<file path="config.mk">
export PLATFORM = sky130hd
export DESIGN_NAME = evr_dist
export DESIGN_NICKNAME = d
export VERILOG_FILES = /design/src/rtl/core/evr_pkg.sv /design/src/rtl/core/evr_dist.sv
export SDC_FILE = /design/constraint.sdc
export NUM_CORES = 2
export LEC_CHECK = 0
export BUFFER_PORTS_ARGS = -buffer_cell sky130_fd_sc_hd__buf_2
export CAP_MARGIN = 20
export CORE_AREA = 2 2 375 377
export CTS_CLUSTER_SIZE = 20
export DETAILED_ROUTE_END_ITERATION = 6
export DIE_AREA = 0 0 377 379
export SYNTH_ARGS = -nofsm -noshare
export SYNTH_HDL_FRONTEND = slang
export SYNTH_SLANG_ARGS = --single-unit
export TNS_END_PERCENT = 1
</file>
<file path="constraint.sdc">
create_clock -name clk -period 9.1 [get_ports clk]
set_clock_uncertainty 0.2 [all_clocks]
set_input_delay 2.275 -clock clk [delete_from_list [all_inputs] [get_ports clk]]
set_output_delay 2.275 -clock clk [all_outputs]
set_load 0.02 [all_outputs]
</file>
<file path="src/rtl/core/evr_pkg.sv">
// ----------------------------------------------------------------------------
// evr_pkg
// Shared types and codes for the vertex remap table: coordinates, stored
// vertex layout, squared distance and item op codes.
// ----------------------------------------------------------------------------
package evr_pkg;

  localparam int CoordW = 20;
  localparam int DiffW  = CoordW + 1;
  localparam int DistW  = 2 * DiffW;
  localparam int OutIdxW = 10;

  localparam logic [1:0] OP_CLEAR = 2'd0;
  localparam logic [1:0] OP_LOAD  = 2'd1;
  localparam logic [1:0] OP_QUERY = 2'd2;

  typedef logic signed [CoordW-1:0] coord_t;
  typedef logic [DistW-1:0]         dist_t;

  typedef struct packed {
    coord_t z;
    coord_t y;
    coord_t x;
  } vert_t;

  typedef struct packed {
    logic  vld;
    dist_t sq_sum;
  } dist_res_t;

endpackage

</file>
<file path="src/rtl/core/evr_dist.sv">
// ----------------------------------------------------------------------------
// evr_dist
// Squared distance unit: difference, square and sum stages, one stored
// vertex per cycle against the held query position.
// ----------------------------------------------------------------------------
module evr_dist #(
  parameter int IDX_W = 10
) (
  input  logic                clk,
  input  logic                rst_n,
  input  logic                in_vld,
  input  logic [IDX_W-1:0]    in_idx,
  input  evr_pkg::vert_t      ref_pos,
  input  evr_pkg::vert_t      qry_pos,
  output evr_pkg::dist_res_t  res,
  output logic [IDX_W-1:0]    res_idx,
  output logic                busy
);
  import evr_pkg::*;

  logic signed [DiffW-1:0] dx_r, dy_r, dz_r;
  logic signed [DistW-1:0] sx_r, sy_r, sz_r;
  dist_t                   sum_r;
  logic [IDX_W-1:0]        idx1_r, idx2_r, idx3_r;
  logic                    v1_r, v2_r, v3_r;

  always_ff @(posedge clk) begin
    dx_r   <= {qry_pos.x[CoordW-1], qry_pos.x} - {ref_pos.x[CoordW-1], ref_pos.x};
    dy_r   <= {qry_pos.y[CoordW-1], qry_pos.y} - {ref_pos.y[CoordW-1], ref_pos.y};
    dz_r   <= {qry_pos.z[CoordW-1], qry_pos.z} - {ref_pos.z[CoordW-1], ref_pos.z};
    idx1_r <= in_idx;
    sx_r   <= dx_r * dx_r;
    sy_r   <= dy_r * dy_r;
    sz_r   <= dz_r * dz_r;
    idx2_r <= idx1_r;
    sum_r  <= $unsigned(sx_r) + $unsigned(sy_r) + $unsigned(sz_r);
    idx3_r <= idx2_r;
  end

  always_ff @(posedge clk) begin
    if (!rst_n) begin
      v1_r <= 1'b0;
      v2_r <= 1'b0;
      v3_r <= 1'b0;
    end else begin
      v1_r <= in_vld;
      v2_r <= v1_r;
      v3_r <= v2_r;
    end
  end

  assign res.vld    = v3_r;
  assign res.sq_sum = sum_r;
  assign res_idx    = idx3_r;
  assign busy       = v1_r | v2_r | v3_r;

endmodule

</file>
; ---- Word-level counts from Yosys, hierarchy flattened
; Cells that the tools add are included.
[totals]
ff_bits = 264
inputBits = 133
output_inout_bits = 54
elab_cells = 23
[op_classes]
addsub = 5
multipliers = 3
n_bitwise = 2
[ops]
columns = op, n
row1 = $mul 21x21->42, 3
row2 = $add 42x42->42, 2
row3 = $sub 20x20->21, 3
row4 = $or 1x1->1, 2

; ---- Longest topological paths before layout
[depth]
word_depth = 2
depth_mapped = 28
ltp_nobuf = 27

; ---- Least setup slack after synthesis
; No wires, ideal clock.
[synth_timing]
kind = register -> register
startpoint = reg dy_r[3]
endpoint = reg sy_r[40]
setup_time_ps = 118
t_arrival_ps = 6934
required_time_ps = 8782
setup_slack_ps = 1848
stages_incl_launch_ff = 26
period_less_slack_ps = 7252
cell_sequence = dfxtp_1 clkbuf_1 clkbuf_1 nand2_1 fa_1 fa_1 inv_1 fa_1 inv_1 fa_1 inv_1 fa_1 fa_1 inv_1 fa_1 inv_1 ha_1 a21o_1 a21o_1 a21oi_1 o21bai_1 a21oi_1 o21ai_0 a41o_1 o41a_1 xor2_1
[synth_between]
elab_chain_cells = 1
[synth_lines]
columns = element, line_no
row1 = from (decl), evr_dist.sv:21  ; logic signed [DiffW-1:0] dx_r, dy_r, dz_r;
row2 = from (signal assigned), evr_dist.sv:29  ; dy_r <= {qry_pos.y[CoordW-1], qry_pos.y} - {ref_pos.y[CoordW-1], ref_pos.y};
row3 = $mul 21x21->42, evr_dist.sv:33  ; sy_r <= dy_r * dy_r;
row4 = to (signal assigned), evr_dist.sv:33
row5 = to (decl), evr_dist.sv:22  ; logic signed [DistW-1:0] sx_r, sy_r, sz_r;
; No other way between the ends.
; A chain may end at the register's enable or synchronous reset.

; ---- Final worst setup path
[layout_timing]
startpoint = reg dz_r[1]
endpoint = reg sz_r[36]
[layout_between]
elab_chain_cells = 1
[layout_lines]
columns = element, line_no
row1 = from (decl), evr_dist.sv:21
row2 = from (signal assigned), evr_dist.sv:30  ; dz_r <= {qry_pos.z[CoordW-1], qry_pos.z} - {ref_pos.z[CoordW-1], ref_pos.z};
row3 = $mul 21x21->42, evr_dist.sv:34  ; sz_r <= dz_r * dz_r;
row4 = to (signal assigned), evr_dist.sv:34
row5 = to (decl), evr_dist.sv:22
; No other way between the ends.

==> impl_results.md <==
* Worst Setup SP: dz_r[1]$_DFF_P_
* Rel. slew slack at 0.213
* Critical path arrival at 8360 ps
* Mapped cell area at 55200 sq um
* Vias in the first global route at 41026
* Clk_lat worst skew at 600 ps
* Initial drt markers at 1745
* Global-route wire length before repair at 213000 microns
* Root buffer cell: clkbuf_16
* Synth Register Bits at 261
* Initial Utilization at 0.397
* Dpl cells at 7766
* Syn Inst Count at 5844
* Overflow after GRT at 0
* Initial antenna violation count at 7
* Post-synth EDFFs at 0
* RSZ-0062 raised after global routing: false
* Max incr delay on CP at 840 ps
* Drt drc at 0
* Most frequent cells in the layout: inv_1, fa_1, nand2_1
* Slowest CP cell: fa_1
* Via density at 4.78
* Row cnt at 137
* Syn. warnings at 0
* Average size of a mapped cell at 9.44 sq um
* Hold_ws at 124 ps
* Fraction of layout cells with a size suffix above 1 at 0.0585
* Routed Antenna Nets at 0
* Clock sinks at 261
* Cts bufs inserted at 35
* Worst reg-to-reg path cell count at 21
* Layout net count at 7900
* Core area at 139000 sq um
* Clock Tree Buf Depth at 3
* Die Span Y at 379 microns
* Gpl congestion at 0.883
* Max-slew violations at 0
* I/O pin count at 187
* Slew @ Worst Pin at 1180 ps
* Total Routed Length at 129000 microns
* CP max FO at 16
* Fillers at 13651
* CTS tree: built
* Post-route setup TNS at 0 ps
* Worst Path Buf+Inv at 5
* Reg clk slew, reported paths at 70 ps
* DR pass1 iterations at 7
* Top cell by count, worst path: fa_1
* Port Buf Inserts at 186
* Util after Layout at 0.429
* Commonest register cell after synthesis: dfxtp_1
* DIE AREA at 143000 sq um
* CP top delay family: adder cells
* Tot GR Track Use at 0.189
* Worst path cell trace: clkinv_1, nor2_1, fa_1, ha_1, fa_1, inv_1, fa_1, inv_1, fa_1, fa_1, inv_1, fa_1, inv_1, ha_1, nand2_1, nor4_1, nand3_1, o21ai_1, a21oi_1, nand2b_1, a221oi_1
* CP Data Required Time at 9360 ps
* Hold Path Class: reg2reg
* Chip width at 377 microns
* Number of cells on the critical path at 21
* Layout Cells excl Fill at 7830
* Synth unique cells at 80
* P&R area growth vs syn at 7.92%
* Max-Cap Viols at 0
* H-Tree Depth at 2
* WL per Instance at 16.4 microns
* Crit path launch type: register
* Hold Path Cell Cnt at 0
* Hpwl dp at 111000 microns
* Commonest non-fill, non-tap cell in the layout: inv_1
* Hold_buf cts at 0
* Pin count of the biggest net entering global routing at 28
* Post_cts resized at 0
* Final period util at 0.890
* CP Capture Type: register
* Async set or reset register ratio after synthesis at 0
* Hold Startpoint: idx1_r[2]$_DFF_P_
* Critical Setup Path Class: reg2reg
* Post-CTS Setup Bufs at 0
* Tmin final at 8100 ps
* Finish-stage setup viols at 0
* R2r startpoint: dz_r[1]$_DFF_P_
* Seq/Total Area, Yosys at 0.0947
* Highest Clock Rate at 0.123 GHz
* Final Hold Fails at 0
* DR vias at 37405
* Status: complete, no violations
cell usage after synthesis (36+ instances only):
master	n	area, sq um
nor2b_1	41	257
inv_1	1735	6510
a21oi_1	161	806
xnor2_1	178	1560
nor2_1	240	901
dfxtp_1	261	5230
clkbuf_1	125	469
ha_1	484	6060
xor2_1	74	648
o21ai_0	87	435
nand3_1	36	180
fa_1	1287	25800
a21o_1	84	631
nand2_1	486	1820
and2_1	203	1270
nor3_1	36	180
kinds of logic (layout without fill, tap and decap cells):
| kind of cell | after synthesis | after routing | share of synthesized area |
|---|---|---|---|
| other cells | 1 | 4 | 0.0000680 |
| simple gates | 1150 | 1150 | 0.0965 |
| compound gates | 535 | 535 | 0.0640 |
| xor+xnor | 252 | 252 | 0.0400 |
| fa+ha+maj | 1771 | 1771 | 0.577 |
| mux | 5 | 5 | 0.000975 |
| flops | 261 | 261 | 0.0947 |
| buf+inv | 1869 | 2045 | 0.127 |
area by class of cell:
type                       count  area (sq um)  area share
clock inverter                19           256     0.00431
tap                         1807          2260      0.0380
inverter                    1740          6530       0.110
sequential                   261          5230      0.0877
multi-input combinational   3716         42900       0.721
timing repair buffer         242          1350      0.0227
clock buffer                  44           980      0.0165
antenna                        1          2.50   0.0000420
registers in the layout (all words and copies together), names as in the netlist:
| name | count |
|---|---|
| dx_r | 21 |
| v2_r | 1 |
| sy_r | 41 |
| dy_r | 21 |
| v3_r | 1 |
| sz_r | 41 |
| sx_r | 41 |
| idx1_r | 10 |
| res_idx | 10 |
| sum_r | 42 |
| idx2_r | 10 |
| v1_r | 1 |
| dz_r | 21 |
routing by layer:
metal  track usage  part of all wire  vias up
met5             0           0.00010        -
met4        0.0405             0.021        2
met3        0.0244             0.048      142
met2         0.326              0.49      767
met1         0.253              0.44    19064
li1              -                 -    17430
metrics by stage:
step,worst slack [ps],area [sq um]
2_1_floorplan,1850,55200
3_3_place_gp,1220,58300
3_5_place_dp,1010,58300
4_1_cts,954,59600
5_1_grt,305,59600
6_report,1000,59600
path summary, 6_finish.rpt:
| path | endpoint | slack (ps) |
|---|---|---|
| min | idx2_r[2]$_DFF_P_ | 120 |
| max reg2reg | sz_r[36]$_DFF_P_ | 1000 |
| max | sz_r[36]$_DFF_P_ | 1000 |
| min reg2reg | idx2_r[2]$_DFF_P_ | 120 |
Power is left out: the tool's default activity adds up to more than one toggle a clock period on the data nets, which glitch-free logic cannot reach.
