**config.mk**
```make
export PLATFORM = sky130hd
export DESIGN_NAME = evr_min
export DESIGN_NICKNAME = d
export VERILOG_FILES = /design/src/rtl/core/evr_pkg.sv /design/src/rtl/core/evr_min.sv
export SDC_FILE = /design/constraint.sdc
export NUM_CORES = 1
export LEC_CHECK = 0
export BUFFER_PORTS_ARGS = -buffer_cell sky130_fd_sc_hd__buf_2
export CORE_MARGIN = 2
export CORE_UTILIZATION = 45
export DETAILED_ROUTE_END_ITERATION = 8
export PLACE_DENSITY_LB_ADDON = 0.2
export SLEW_MARGIN = 40
export SYNTH_ARGS = -nofsm -noshare
export SYNTH_HDL_FRONTEND = slang
export SYNTH_SLANG_ARGS = --single-unit
```
**constraint.sdc**
```tcl
create_clock -name clk -period 9.34 [get_ports clk]
set_input_delay 1.868 -clock clk [delete_from_list [all_inputs] [get_ports clk]]
set_output_delay 1.868 -clock clk [all_outputs]
set_load 0.005 [all_outputs]
```
**src/rtl/core/evr_pkg.sv**
```systemverilog
// ----------------------------------------------------------------------------
// evr_pkg
// Shared types and codes for the vertex remap table: coordinates, stored
// vertex layout, squared distance and item op codes.
// ----------------------------------------------------------------------------
package evr_pkg;

  localparam int CoordW = 20;
  localparam int DiffW  = CoordW + 1;
  localparam int DistW  = 2 * DiffW;
  localparam int OutIdxW = 10;

  localparam logic [1:0] OP_CLEAR = 2'd0;
  localparam logic [1:0] OP_LOAD  = 2'd1;
  localparam logic [1:0] OP_QUERY = 2'd2;

  typedef logic signed [CoordW-1:0] coord_t;
  typedef logic [DistW-1:0]         dist_t;

  typedef struct packed {
    coord_t z;
    coord_t y;
    coord_t x;
  } vert_t;

  typedef struct packed {
    logic  vld;
    dist_t sq_sum;
  } dist_res_t;

endpackage

```
**src/rtl/core/evr_min.sv**
```systemverilog
// ----------------------------------------------------------------------------
// evr_min
// Running minimum tracker: keeps the least distance seen and the index of
// its first occurrence.
// ----------------------------------------------------------------------------
module evr_min #(
  parameter int IDX_W = 10
) (
  input  logic               clk,
  input  logic               rst_n,
  input  logic               clr,
  input  evr_pkg::dist_res_t res,
  input  logic [IDX_W-1:0]   res_idx,
  output logic               have_r,
  output evr_pkg::dist_t     best_r,
  output logic [IDX_W-1:0]   best_idx_r
);
  import evr_pkg::*;

  logic take;

  assign take = res.vld && (!have_r || (res.sq_sum < best_r));

  always_ff @(posedge clk) begin
    if (!rst_n) begin
      have_r <= 1'b0;
    end else if (clr) begin
      have_r <= 1'b0;
    end else if (take) begin
      have_r <= 1'b1;
    end
  end

  always_ff @(posedge clk) begin
    if (take && !clr) begin
      best_r     <= res.sq_sum;
      best_idx_r <= res_idx;
    end
  end

endmodule

```
---- Word-level counts from Yosys, hierarchy flattened ----
Index checks and enable logic that the tools add are counted.
operators by class
  bitwise gates (word level) .............. 1
  reduce and logical (&&, ||, !) cells .... 6
  $lt $le $gt $ge ......................... 1
operator list
  kind                 number
  42-bit < comparator  1
  1-bit logical AND    2
  1-bit logical NOT    2
  2-bit OR reduction   1
  1-bit logical OR     1
  1-bit NOT            1
storage, ports and cells
  word-level logic and storage cells ...... 11
  bits of input ports ..................... 56
  bits in registers ....................... 53

---- Longest topological paths before layout ----
Gate-level depths: netlist (run 1).
  word-level depth ........................ 4
  gate-level depth with buffers ........... 7
  depth with buffers taken out ............ 7

---- Least setup slack after synthesis (run 1) ----
Ideal clock, no wire load.
  kind .................................... input -> register
  start ................................... in res[40] in the netlist's numbering
  end ..................................... reg best_idx_r[0] (enable)
  setup time .............................. 492 ps
  buffers on the path ..................... 0
  cell stages on the path ................. 6
  arrival ................................. 5,871 ps
  path slack .............................. 2,977 ps
  cells stage by stage .................... ha_1 a21oi_1 nand2_1 a221o_1 o31a_1 nor4_2
between the ends
  longest elaborated chain between the ends .. 4
RTL lines
  item                  line           text
  from (decl)           evr_min.sv:12  input evr_pkg::dist_res_t res,
  42-bit < comparator   evr_min.sv:22  assign take = res.vld && (!have_r || (res.sq_sum < best_r));
  1-bit logical OR      evr_min.sv:22
  1-bit logical AND     evr_min.sv:22
  1-bit logical AND     evr_min.sv:35  if (take && !clr) begin
  to (signal assigned)  evr_min.sv:37  best_idx_r <= res_idx;
  to (decl)             evr_min.sv:16  output logic [IDX_W-1:0] best_idx_r
Every way passes these cells.
A chain may end at the register's enable or synchronous reset.

---- Final worst setup path (run 1) ----
  start ................................... in res[40] in the netlist's numbering
  end ..................................... reg best_idx_r[6] (enable)
The elaborated chain is that of the path after synthesis.

==> impl_metrics.env, run 1 <==
export IMPL_drt_iter0_drc=51
export IMPL_postCtsResizedCells=0
export IMPL_finalMaxSlewViolations=0
export IMPL_cts_buffer_depth=2
export IMPL_required_ns=9.32
export IMPL_yosysMostFrequentCell="edfxtp_1"
export IMPL_critPathKind="in2reg"
export IMPL_worst_ep_arrival_time_ns=4.14
export IMPL_peakVddDrop_mv=0.0703
export IMPL_routed_wl_um=5360
export IMPL_vias_per_cell=4.86
export IMPL_grtUsageMet3_pct=5.06
export IMPL_tns_ns=0
export IMPL_clockRootBuffer="clkbuf_8"
export IMPL_syn_inst=199
export IMPL_first_global_vias=1871
export IMPL_grt_max_degree=25
export IMPL_die_h_um=80.5
export IMPL_crit_fanout=24
export IMPL_drtPass1Iterations=4
export IMPL_async_flop_share_pct=0
export IMPL_drive_gt1_share_pct=37.4
export IMPL_grt_util_all_layers_pct=17.0
export IMPL_fmax_mhz=241
export IMPL_ctsHoldBuffers=0
export IMPL_status="complete, no violations"
export IMPL_ff2ff_setup_slack_ns=6.46
export IMPL_final_seq_area_mm2=0.00158
export IMPL_cts_sinks=53
export IMPL_synth_commonest_cells="52 x edfxtp_1, 41 x ha_1, 41 x inv_1"
export IMPL_numCtsBuffers=5
export IMPL_yosys_cell_types_count=27
export IMPL_worst_pin_slew_ns=0.594
export IMPL_met2_usage_pct=28.8
export IMPL_overflow=0
export IMPL_cp_slowest_cell="nor4_4"
export IMPL_cp_end_kind="flop"
export IMPL_slowest_delay_ns=0.57
export IMPL_insertion_delay_ns=0.30
export IMPL_synth_seq_cells=53
export IMPL_io_buffers=108
export IMPL_cts_setup_buffers=0
export IMPL_die_x_um=80.5
export IMPL_num_nets_final=414
export IMPL_hp_class="reg2reg"
export IMPL_netlist_area_leader_share_pct=59.3
export IMPL_hold_viol=0
export IMPL_setup_violations=0
export IMPL_yosysWarnings=0
export IMPL_synth_ff_type="edfxtp_1"
export IMPL_core_area_mm2=0.00557
export IMPL_fin_crit_ns=4.16
export IMPL_p_per_area_mw_per_mm2=139
export IMPL_die_area_mm2=0.00647
export IMPL_vias=1897
export IMPL_area_growth_pct=28.5
export IMPL_maxSlewHeadroom_pct=60.1
export IMPL_diodes=0
export IMPL_initial_core_util_pct=47.2
export IMPL_num_rows=27
export IMPL_nFillCells=480
export IMPL_top_usage_layer="met2"
export IMPL_worstSetupStartpointType="primary input"
export IMPL_seq_area_frac_synth_pct=60.1
export IMPL_antenna_found_initial=0
export IMPL_pin_count=109
export IMPL_power_leakage_nw=1.65
export IMPL_hpwl_um=4320
export IMPL_synth_area_leader_cell="edfxtp_1"
export IMPL_cap_violations=0
export IMPL_grt_pass1_wl_um=8370
export IMPL_syn_area_mm2=0.00263
export IMPL_postRouteAntennaNets=0
export IMPL_ys_top_cells_by_area="edfxtp_1 59%, ha_1 19%, inv_1 5.8%"
export IMPL_multi_input_area_um2=905
export IMPL_fin_crit_sh_pct=44.5
export IMPL_syn_nets=296
export IMPL_grtUsageMet1_pct=21.5
export IMPL_drc=0
export IMPL_power_total_w=0.000470
export IMPL_avgSynthCellArea_um2=13.2
export IMPL_htreeDepth=2
export IMPL_wl_per_cell_um=13.8
export IMPL_cts_tree="yes"
export IMPL_gp_congestion=0.781
export IMPL_crit_chain="buf_2 > ha_1 > nand4_1 > nor3_2 > a221o_1 > o31a_1 > nor4_4 > buf_4"
export IMPL_rsz0062_at_grt="false"
export IMPL_clkTransAtPathRegs_ns=0.10
export IMPL_synth_edf_count=52
export IMPL_fin_skew_ns=0.00636
## worst paths after layout
path              start             to  depth (start not counted)
min              have_r         have_r                          2
max             res[40]  best_idx_r[6]                          8
max reg2reg  best_r[40]  best_idx_r[6]                          8
min reg2reg      have_r         have_r                          2
## per-stage QoR
| stage | worst slack, ns | utilization, % | cell area [um2] | instances | hold WS [ns] |
|---|---|---|---|---|---|
| after floorplan | 2.98 | - | 2630 | 199 | 0.508 |
| after global placement | 4.57 | 58.9 | 3290 | 381 | 0.519 |
| after detailed placement | 4.85 | 59.1 | 3300 | 382 | 0.524 |
| after CTS | 5.17 | 60.7 | 3380 | 390 | 0.541 |
| after global routing | 5.06 | 60.7 | 3380 | 390 | 0.602 |
| final | 5.18 | 60.7 | 3380 | 390 | 0.541 |
## cell families (layout without fill, tap and decap cells)
logic type | count (synthesis) | count (layout) | synth area share [%]
simple gates | 33 | 33 | 7.09
fa+ha+maj | 41 | 41 | 19.5
buf+inv | 41 | 160 | 5.85
flops | 53 | 53 | 60.1
compound gates | 31 | 31 | 7.47
## cell type report
class                      instances  share of cell area [%]
multi-input combinational        105                    26.7
inverter                          41                    4.55
timing repair buffer             111                    16.8
sequential                        53                    46.8
clock buffer                       5                    2.03
tap                               72                    2.66
clock inverter                     3                   0.481
## per-layer routing
| layer | wire (um) | share of wire, % |
|---|---|---|
| met1 | 2330 | 43 |
| met2 | 2650 | 49 |
| met3 | 360 | 6.7 |
| met4 | 25 | 0.47 |
| met5 | 0 | 0 |
## worst max-delay path: cells and delay by family
kind,cells,cell delay (ns)
AND/OR/NAND/NOR,3,0.81
adder cells (fa/ha/maj),1,0.32
buffers and inverters,2,0.52
AO/OA/AOI/OAI,2,0.60
## state kept, by name, summed over array words and instances, names as in the netlist
register,count
best_r,42
best_idx_r,10
have_r,1
## placed cells by master (no fill, tap or decap)
cell	count
buf_2	108
edfxtp_1	52
inv_1	41
ha_1	41
a21oi_1	16
nand4_1	8
nand3_1	6
nand2_1	6
clkbuf_8	5
a21o_1	4
nor2_1	4
o21ai_0	2
a221o_1	2
nor3_1	2
clkinv_1	2
buf_4	2
nand2b_1	1
a211oi_1	1
nor3_2	1
o31a_1	1
o21ai_1	1
and3_1	1
o21a_1	1
or3b_1	1
o2111ai_1	1
a2111oi_0	1
or4_1	1
o311a_1	1
nor4_4	1
nor3b_1	1
inv_6	1
dfxtp_1	1
buf_6	1
## where the power goes
group	switching, W	internal, W	total (W)
Sequential	0.00000438	0.000274	0.000278
Clock	0.0000759	0.0000522	0.000128
Combinational	0.0000330	0.0000306	0.0000636
Total	0.000113	0.000356	0.000470
Note: power is estimated with default switching activity, not from simulation.
==> run 2, diff against run 1 <==
- clock period: 9.34 -> 3.87 ns (I/O delays scaled with it)
==> run 2 against run 1 <==
Effect of this change:
- combinational power rose to 2.7 times the previous value
- utilization grew 3.0 points
- clock skew decreased by 0.0011 ns
- sequential power increased by 140%
- total power rose by 150%
- register-to-register slack got worse by 5.2 ns
- largest cell class unchanged
- critical endpoint is now best_r[1]
- first-iteration DRC count is 20% higher
- die area did not move
- clock power rose to 2.6 times the previous value
- cell count fell by 0.26%
- sequential share of layout area shrank 2.2 points
- non-clock buffer count down 1
==> impl_metrics.env, run 2 (synthesized netlist as in run 1, its figures left out) <==
export IMPL_cp_slowest_cell="buf_4"
export IMPL_cts_sinks=53
export IMPL_hold_viol=0
export IMPL_first_global_vias=1909
export IMPL_drive_gt1_share_pct=42.0
export IMPL_power_leakage_nw=1.65
export IMPL_initial_core_util_pct=47.2
export IMPL_postPlaceCellArea_mm2=0.00345
export IMPL_setup_violations=0
export IMPL_cap_violations=0
export IMPL_r2r_cells=7
export IMPL_io_buffers=108
export IMPL_crit_fanout=36
export IMPL_required_ns=3.84
export IMPL_num_rows=27
export IMPL_holdPathEnd="have_r"
export IMPL_nFillCells=448
export IMPL_final_common_cell="buf_2"
export IMPL_cts_setup_buffers=0
export IMPL_largest_register="best_r"
export IMPL_top_usage_layer="met2"
export IMPL_rsz0062_at_grt="false"
export IMPL_worst_pin_slew_ns=0.462
export IMPL_overflow=0
export IMPL_combPwrFrac_pct=14.6
export IMPL_numCtsBuffers=5
export IMPL_whs_path_depth=2
export IMPL_timing_rr_start="best_r[3]"
export IMPL_fin_area_mm2=0.00355
export IMPL_drc=0
export IMPL_clkTransAtPathRegs_ns=0.10
export IMPL_clock_power_share_pct=28.1
export IMPL_peakVddDrop_mv=0.231
export IMPL_vias_per_cell=4.89
export IMPL_power_total_w=0.00117
export IMPL_layout_common_cells="108 x buf_2, 52 x edfxtp_1, 41 x inv_1"
export IMPL_ctsHoldBuffers=0
export IMPL_p_per_area_mw_per_mm2=330
export IMPL_hpwl_um=4410
export IMPL_diodes=0
export IMPL_antenna_found_initial=0
export IMPL_fin_skew_ns=0.00529
export IMPL_ff2ff_setup_slack_ns=1.28
export IMPL_largest_register_ffs=42
export IMPL_reg_largest_list="best_r: 42 flops, best_idx_r: 10 flops, have_r: 1 flops"
export IMPL_worst_ep_arrival_time_ns=2.66
export IMPL_postCtsResizedCells=0
export IMPL_vias=1901
export IMPL_hp_class="reg2reg"
export IMPL_core_area_mm2=0.00557
export IMPL_crit_chain="buf_2 > ha_4 > or3b_1 > o2111ai_1 > a21oi_1 > o311a_1 > nor4_4 > buf_4"
export IMPL_cts_buffer_depth=2
export IMPL_fmax_mhz=371
export IMPL_cp_end_kind="flop"
export IMPL_clockRootBuffer="clkbuf_8"
export IMPL_pin_count=109
export IMPL_worstHoldStart="have_r"
export IMPL_multi_input_area_mm2=0.00107
export IMPL_fin_crit_sh_pct=69.7
export IMPL_fin_crit_ns=2.70
export IMPL_grt_max_degree=37
export IMPL_rr_endpoint="best_r[1]"
export IMPL_status="complete, no violations"
export IMPL_htreeDepth=2
export IMPL_switching_power_w=0.000295
export IMPL_power_share_switching_pct=25.2
export IMPL_seqPwrFrac_pct=57.2
export IMPL_insertion_delay_ns=0.31
export IMPL_grt_util_all_layers_pct=17.2
export IMPL_routed_wl_um=5390
export IMPL_finalMaxSlewViolations=0
export IMPL_postRouteAntennaNets=0
export IMPL_critPathKind="in2reg"
export IMPL_grtUsageMet1_pct=22.3
export IMPL_gp_congestion=0.813
export IMPL_drtPass1Iterations=4
export IMPL_maxSlewHeadroom_pct=69.2
export IMPL_worstSetupStartpointType="primary input"
export IMPL_die_x_um=80.5
export IMPL_die_area_mm2=0.00647
export IMPL_die_h_um=80.5
export IMPL_area_growth_pct=34.9
export IMPL_cts_tree="yes"
export IMPL_num_nets_final=413
export IMPL_slowest_delay_ns=0.46
export IMPL_final_seq_area_mm2=0.00158
export IMPL_wl_per_cell_um=13.8
export IMPL_drt_iter0_drc=61
export IMPL_grtUsageMet3_pct=4.94
export IMPL_intPower_w=0.000876
export IMPL_met2_usage_pct=27.4
export IMPL_grt_pass1_wl_um=8470
==> run 2: changes by cell type in the layout (fill, tap and decap cells not counted) <==
cell	change
o21ai_0	-1
buf_6	-1
o21ai_1	+1
a2111oi_0	-1
clkinv_1	-2
clkinv_4	+2
ha_4	+12
a2111oi_4	+1
ha_1	-12
==> run 2: layout make-up <==
type	count	share of cell area [%]
Clock buffer	5	1.94
Multi-Input combinational cell	105	30.2
Clock inverter	3	0.740
Timing Repair Buffer	110	15.7
Sequential cell	53	44.6
Tap cell	72	2.54
Inverter	41	4.34
==> run 2: worst max path at each step <==
| stage | slack (ns) | cells past startpoint | from | end |
|---|---|---|---|---|
| final | 1.17 | 8 | res[1] | best_r[1] |
| after global routing | 1.07 | 8 | res[1] | best_r[15] |
| after CTS | 1.17 | 8 | res[23] | best_r[36] |
| after detailed placement | 0.83 | 8 | res[23] | best_idx_r[1] |
| after global placement | 0.87 | 8 | res[1] | best_idx_r[1] |
| after floorplan | -0.06 | 6 | res[1] | best_idx_r[0] |
==> run 2: metrics by stage <==
step / utilization, % / hold slack, ns / setup TNS [ns] / setup WS, ns / std cells
2_1_floorplan: - / 0.508 / -3.26 / -0.0627 / 199
3_3_place_gp: 62.0 / 0.521 / 0 / 0.866 / 381
3_5_place_dp: 62.0 / 0.539 / 0 / 0.827 / 381
4_1_cts: 63.7 / 0.551 / 0 / 1.17 / 389
5_1_grt: 63.7 / 0.566 / 0 / 1.07 / 389
6_report: 63.7 / 0.544 / 0 / 1.17 / 389
==> run 2: critical path: cells and delay by family <==
family | cells | cell delay [ns]
buf+inv | 2 | 0.58
simple gates | 2 | 0.63
fa+ha+maj | 1 | 0.15
compound gates | 3 | 0.53
==> run 2: power by group through the flow <==
stage                     registers (W)  logic (W)  clock network (W)
final                          0.000670   0.000171           0.000329
after floorplan                0.000688  0.0000845                  0
after global placement         0.000684   0.000169                  0
after CTS                      0.000671   0.000174           0.000341
after global routing           0.000674   0.000197           0.000361
after detailed placement       0.000684   0.000173                  0
==> run 2: routing by layer <==
layer	vias to the layer above	share of wire, %
met1	860	43
met2	68	47
met3	10	8.1
li1	963	-
met4	0	2.0
met5	-	0
==> run 3, diff against run 2 <==
- ABC_AREA: default -> 1
- CORE_UTILIZATION: 45 -> 44
- clock period: 3.87 -> 2.2 ns (I/O delays scaled with it)
==> run 3 against run 2 <==
Effect of this change:
- via count is 7.7% higher
- flip-flop and latch count did not move
- largest cell class unchanged
- highest routed layer unchanged
- synthesized area rose by 3.9%
- first-iteration DRC count rose by 43%
==> impl_metrics.env, run 3 <==
export IMPL_finalNonFillerCells=442
export IMPL_ff2ff_setup_slack_ns=0.14
export IMPL_initial_core_util_pct=45.9
export IMPL_grtUsageMet1_pct=20.2
export IMPL_maxSlewHeadroom_pct=87.5
export IMPL_worst_slack_ns=0.145
export IMPL_cts_sinks=53
export IMPL_top_usage_layer="met2"
export IMPL_rr_endpoint="best_r[6]"
export IMPL_largest_register="best_r"
export IMPL_power_share_switching_pct=23.4
export IMPL_drc=0
export IMPL_diodes=0
export IMPL_grt_pass1_wl_um=8960
export IMPL_yosysMostFrequentCell="inv_1"
export IMPL_rsz0062_at_grt="false"
export IMPL_dp_slack_ns=-0.0414
export IMPL_clockRootBuffer="clkbuf_8"
export IMPL_vias=2047
export IMPL_crit_fanout=13
export IMPL_holdPathEnd="have_r"
export IMPL_numCtsBuffers=5
export IMPL_area_growth_pct=39.5
export IMPL_setup_violations=0
export IMPL_yosys_cell_types_count=17
export IMPL_synth_edf_count=52
export IMPL_clock_power_share_pct=31.4
export IMPL_seqPwrFrac_pct=53.2
export IMPL_status="complete, no violations"
export IMPL_fin_crit_sh_pct=93.4
export IMPL_grt_util_all_layers_pct=16.0
export IMPL_first_global_vias=2032
export IMPL_multi_input_area_mm2=0.00119
export IMPL_avgSynthCellArea_um2=11.2
export IMPL_hold_viol=0
export IMPL_grtUsageMet3_pct=4.97
export IMPL_fmax_mhz=487
export IMPL_pin_count=109
export IMPL_worst_ep_arrival_time_ns=2.08
export IMPL_r2r_cells=11
export IMPL_critPathKind="reg2reg"
export IMPL_worstSetupStartpointType="flop"
export IMPL_wl_per_cell_um=12.4
export IMPL_hpwl_um=4440
export IMPL_overflow=0
export IMPL_required_ns=2.23
export IMPL_whs_path_depth=2
export IMPL_fin_skew_ns=0.00819
export IMPL_dp_cells=431
export IMPL_num_nets_final=463
export IMPL_routed_wl_um=5490
export IMPL_netlist_area_leader_share_pct=57.1
export IMPL_syn_area_mm2=0.00273
export IMPL_insertion_delay_ns=0.30
export IMPL_cts_tree="yes"
export IMPL_gp_congestion=0.720
export IMPL_cp_end_kind="flop"
export IMPL_drive_gt1_share_pct=40.9
export IMPL_synth_commonest_cells="54 x inv_1, 52 x edfxtp_1, 48 x nand2_1"
export IMPL_die_x_um=82.8
export IMPL_die_h_um=82.8
export IMPL_htreeDepth=2
export IMPL_syn_inst=244
export IMPL_timing_rr_start="best_r[31]"
export IMPL_layout_common_cells="108 x buf_2, 53 x inv_1, 52 x edfxtp_1"
export IMPL_cts_buffer_depth=2
export IMPL_seq_area_frac_synth_pct=57.8
export IMPL_antenna_found_initial=0
export IMPL_power_leakage_nw=1.83
export IMPL_yosysWarnings=0
export IMPL_vias_per_cell=4.63
export IMPL_reg_largest_list="best_r: 42 flops, best_idx_r: 10 flops, have_r: 1 flops"
export IMPL_final_seq_area_mm2=0.00158
export IMPL_switching_power_w=0.000518
export IMPL_io_buffers=108
export IMPL_final_common_cell="buf_2"
export IMPL_fin_crit_ns=2.06
export IMPL_grt_max_degree=27
export IMPL_hp_class="in2reg"
export IMPL_synth_seq_cells=53
export IMPL_peakVddDrop_mv=0.362
export IMPL_intPower_w=0.00170
export IMPL_clkTransAtPathRegs_ns=0.10
export IMPL_met2_usage_pct=26.9
export IMPL_finalMaxSlewViolations=0
export IMPL_ctsHoldBuffers=0
export IMPL_postRouteAntennaNets=0
export IMPL_synth_area_leader_cell="edfxtp_1"
export IMPL_largest_register_ffs=42
export IMPL_worstHoldStart="clr"
export IMPL_nFillCells=511
export IMPL_cap_violations=0
export IMPL_synth_ff_type="edfxtp_1"
export IMPL_combPwrFrac_pct=15.4
export IMPL_drt_iter0_drc=87
export IMPL_drtPass1Iterations=4
export IMPL_ys_top_cells_by_area="edfxtp_1 57%, ha_1 19%, inv_1 7.4%"
export IMPL_core_area_mm2=0.00596
export IMPL_die_area_mm2=0.00686
export IMPL_async_flop_share_pct=0
export IMPL_syn_nets=341
export IMPL_worst_pin_slew_ns=0.188
export IMPL_num_rows=28
export IMPL_p_per_area_mw_per_mm2=581
run 3: cell families (layout without fill, tap and decap cells):
kind of cell | Yosys count | in the layout | synth area share [%]
simple gates | 71 | 71 | 10.9
buf+inv | 54 | 177 | 7.41
flops | 53 | 53 | 57.8
fa+ha+maj | 41 | 41 | 18.8
compound gates | 25 | 25 | 5.08
run 3: power by group through the flow:
stage          combinational, W  sequential [W]  clock [W]
2_1_floorplan          0.000165         0.00121          0
3_3_place_gp           0.000324         0.00120          0
3_5_place_dp           0.000336         0.00120          0
4_1_cts                0.000339         0.00118   0.000715
5_1_grt                0.000396         0.00119   0.000746
6_report               0.000342         0.00118   0.000695
run 3: worst max path at each step:
stage | slack [ns] | endpoint | start
floorplan | -0.33 | best_idx_r[0] | best_r[31]
global placement | 0.002 | best_r[29] | res[32]
detailed placement | -0.04 | best_r[32] | res[32]
CTS | 0.08 | best_r[27] | best_r[31]
global route | 0.01 | best_r[24] | best_r[28]
finish | 0.14 | best_r[6] | best_r[31]
run 3: per-stage QoR:
stage	instance area, um2	utilization, %	hold WS, ns	power [W]	TNS, ns
floorplan	2970	-	0.512	0.00137	-17.08
global placement	3650	61.3	0.591	0.00153	0
detailed placement	3650	61.3	0.587	0.00154	-1.01
CTS	3770	63.3	0.283	0.00223	0
global route	3810	64.1	0.287	0.00233	0
finish	3810	64.1	0.294	0.00222	0
run 3: layout make-up:
class                   instances  share of cell area (%)
multi-input cells             137                    31.2
clock inverters                 2                   0.984
clock buffers                   6                    2.16
repair buffers                115                    16.4
well taps                      75                    2.46
flip-flops and latches         53                    41.5
inverters                      54                    5.31
run 3: worst max-delay path, stage by stage, from the launching register on:
cell and delay (ns):
edfxtp_1 0.43, inv_2 0.08, ha_4 0.19, a21oi_2 0.12, nor2_1 0.04, nor2_1 0.12, nand2_1 0.08, a21oi_2 0.16
nand3_2 0.10, a21oi_4 0.13, buf_4 0.16, clkbuf_16 0.17
run 3: routing by layer:
| layer | vias to the layer above | part of all wire (%) |
|---|---|---|
| li1 | 1053 | - |
| met1 | 916 | 45 |
| met2 | 72 | 47 |
| met3 | 6 | 7.0 |
| met4 | 0 | 0.97 |
| met5 | - | 0 |
run 3: repair_timing:
action                                  in CTS  in global routing
setup buffers                                0                  2
endpoints found under the hold margin        0                  0
endpoints found under the setup margin       0                 43
gates resized for setup                      0                  1
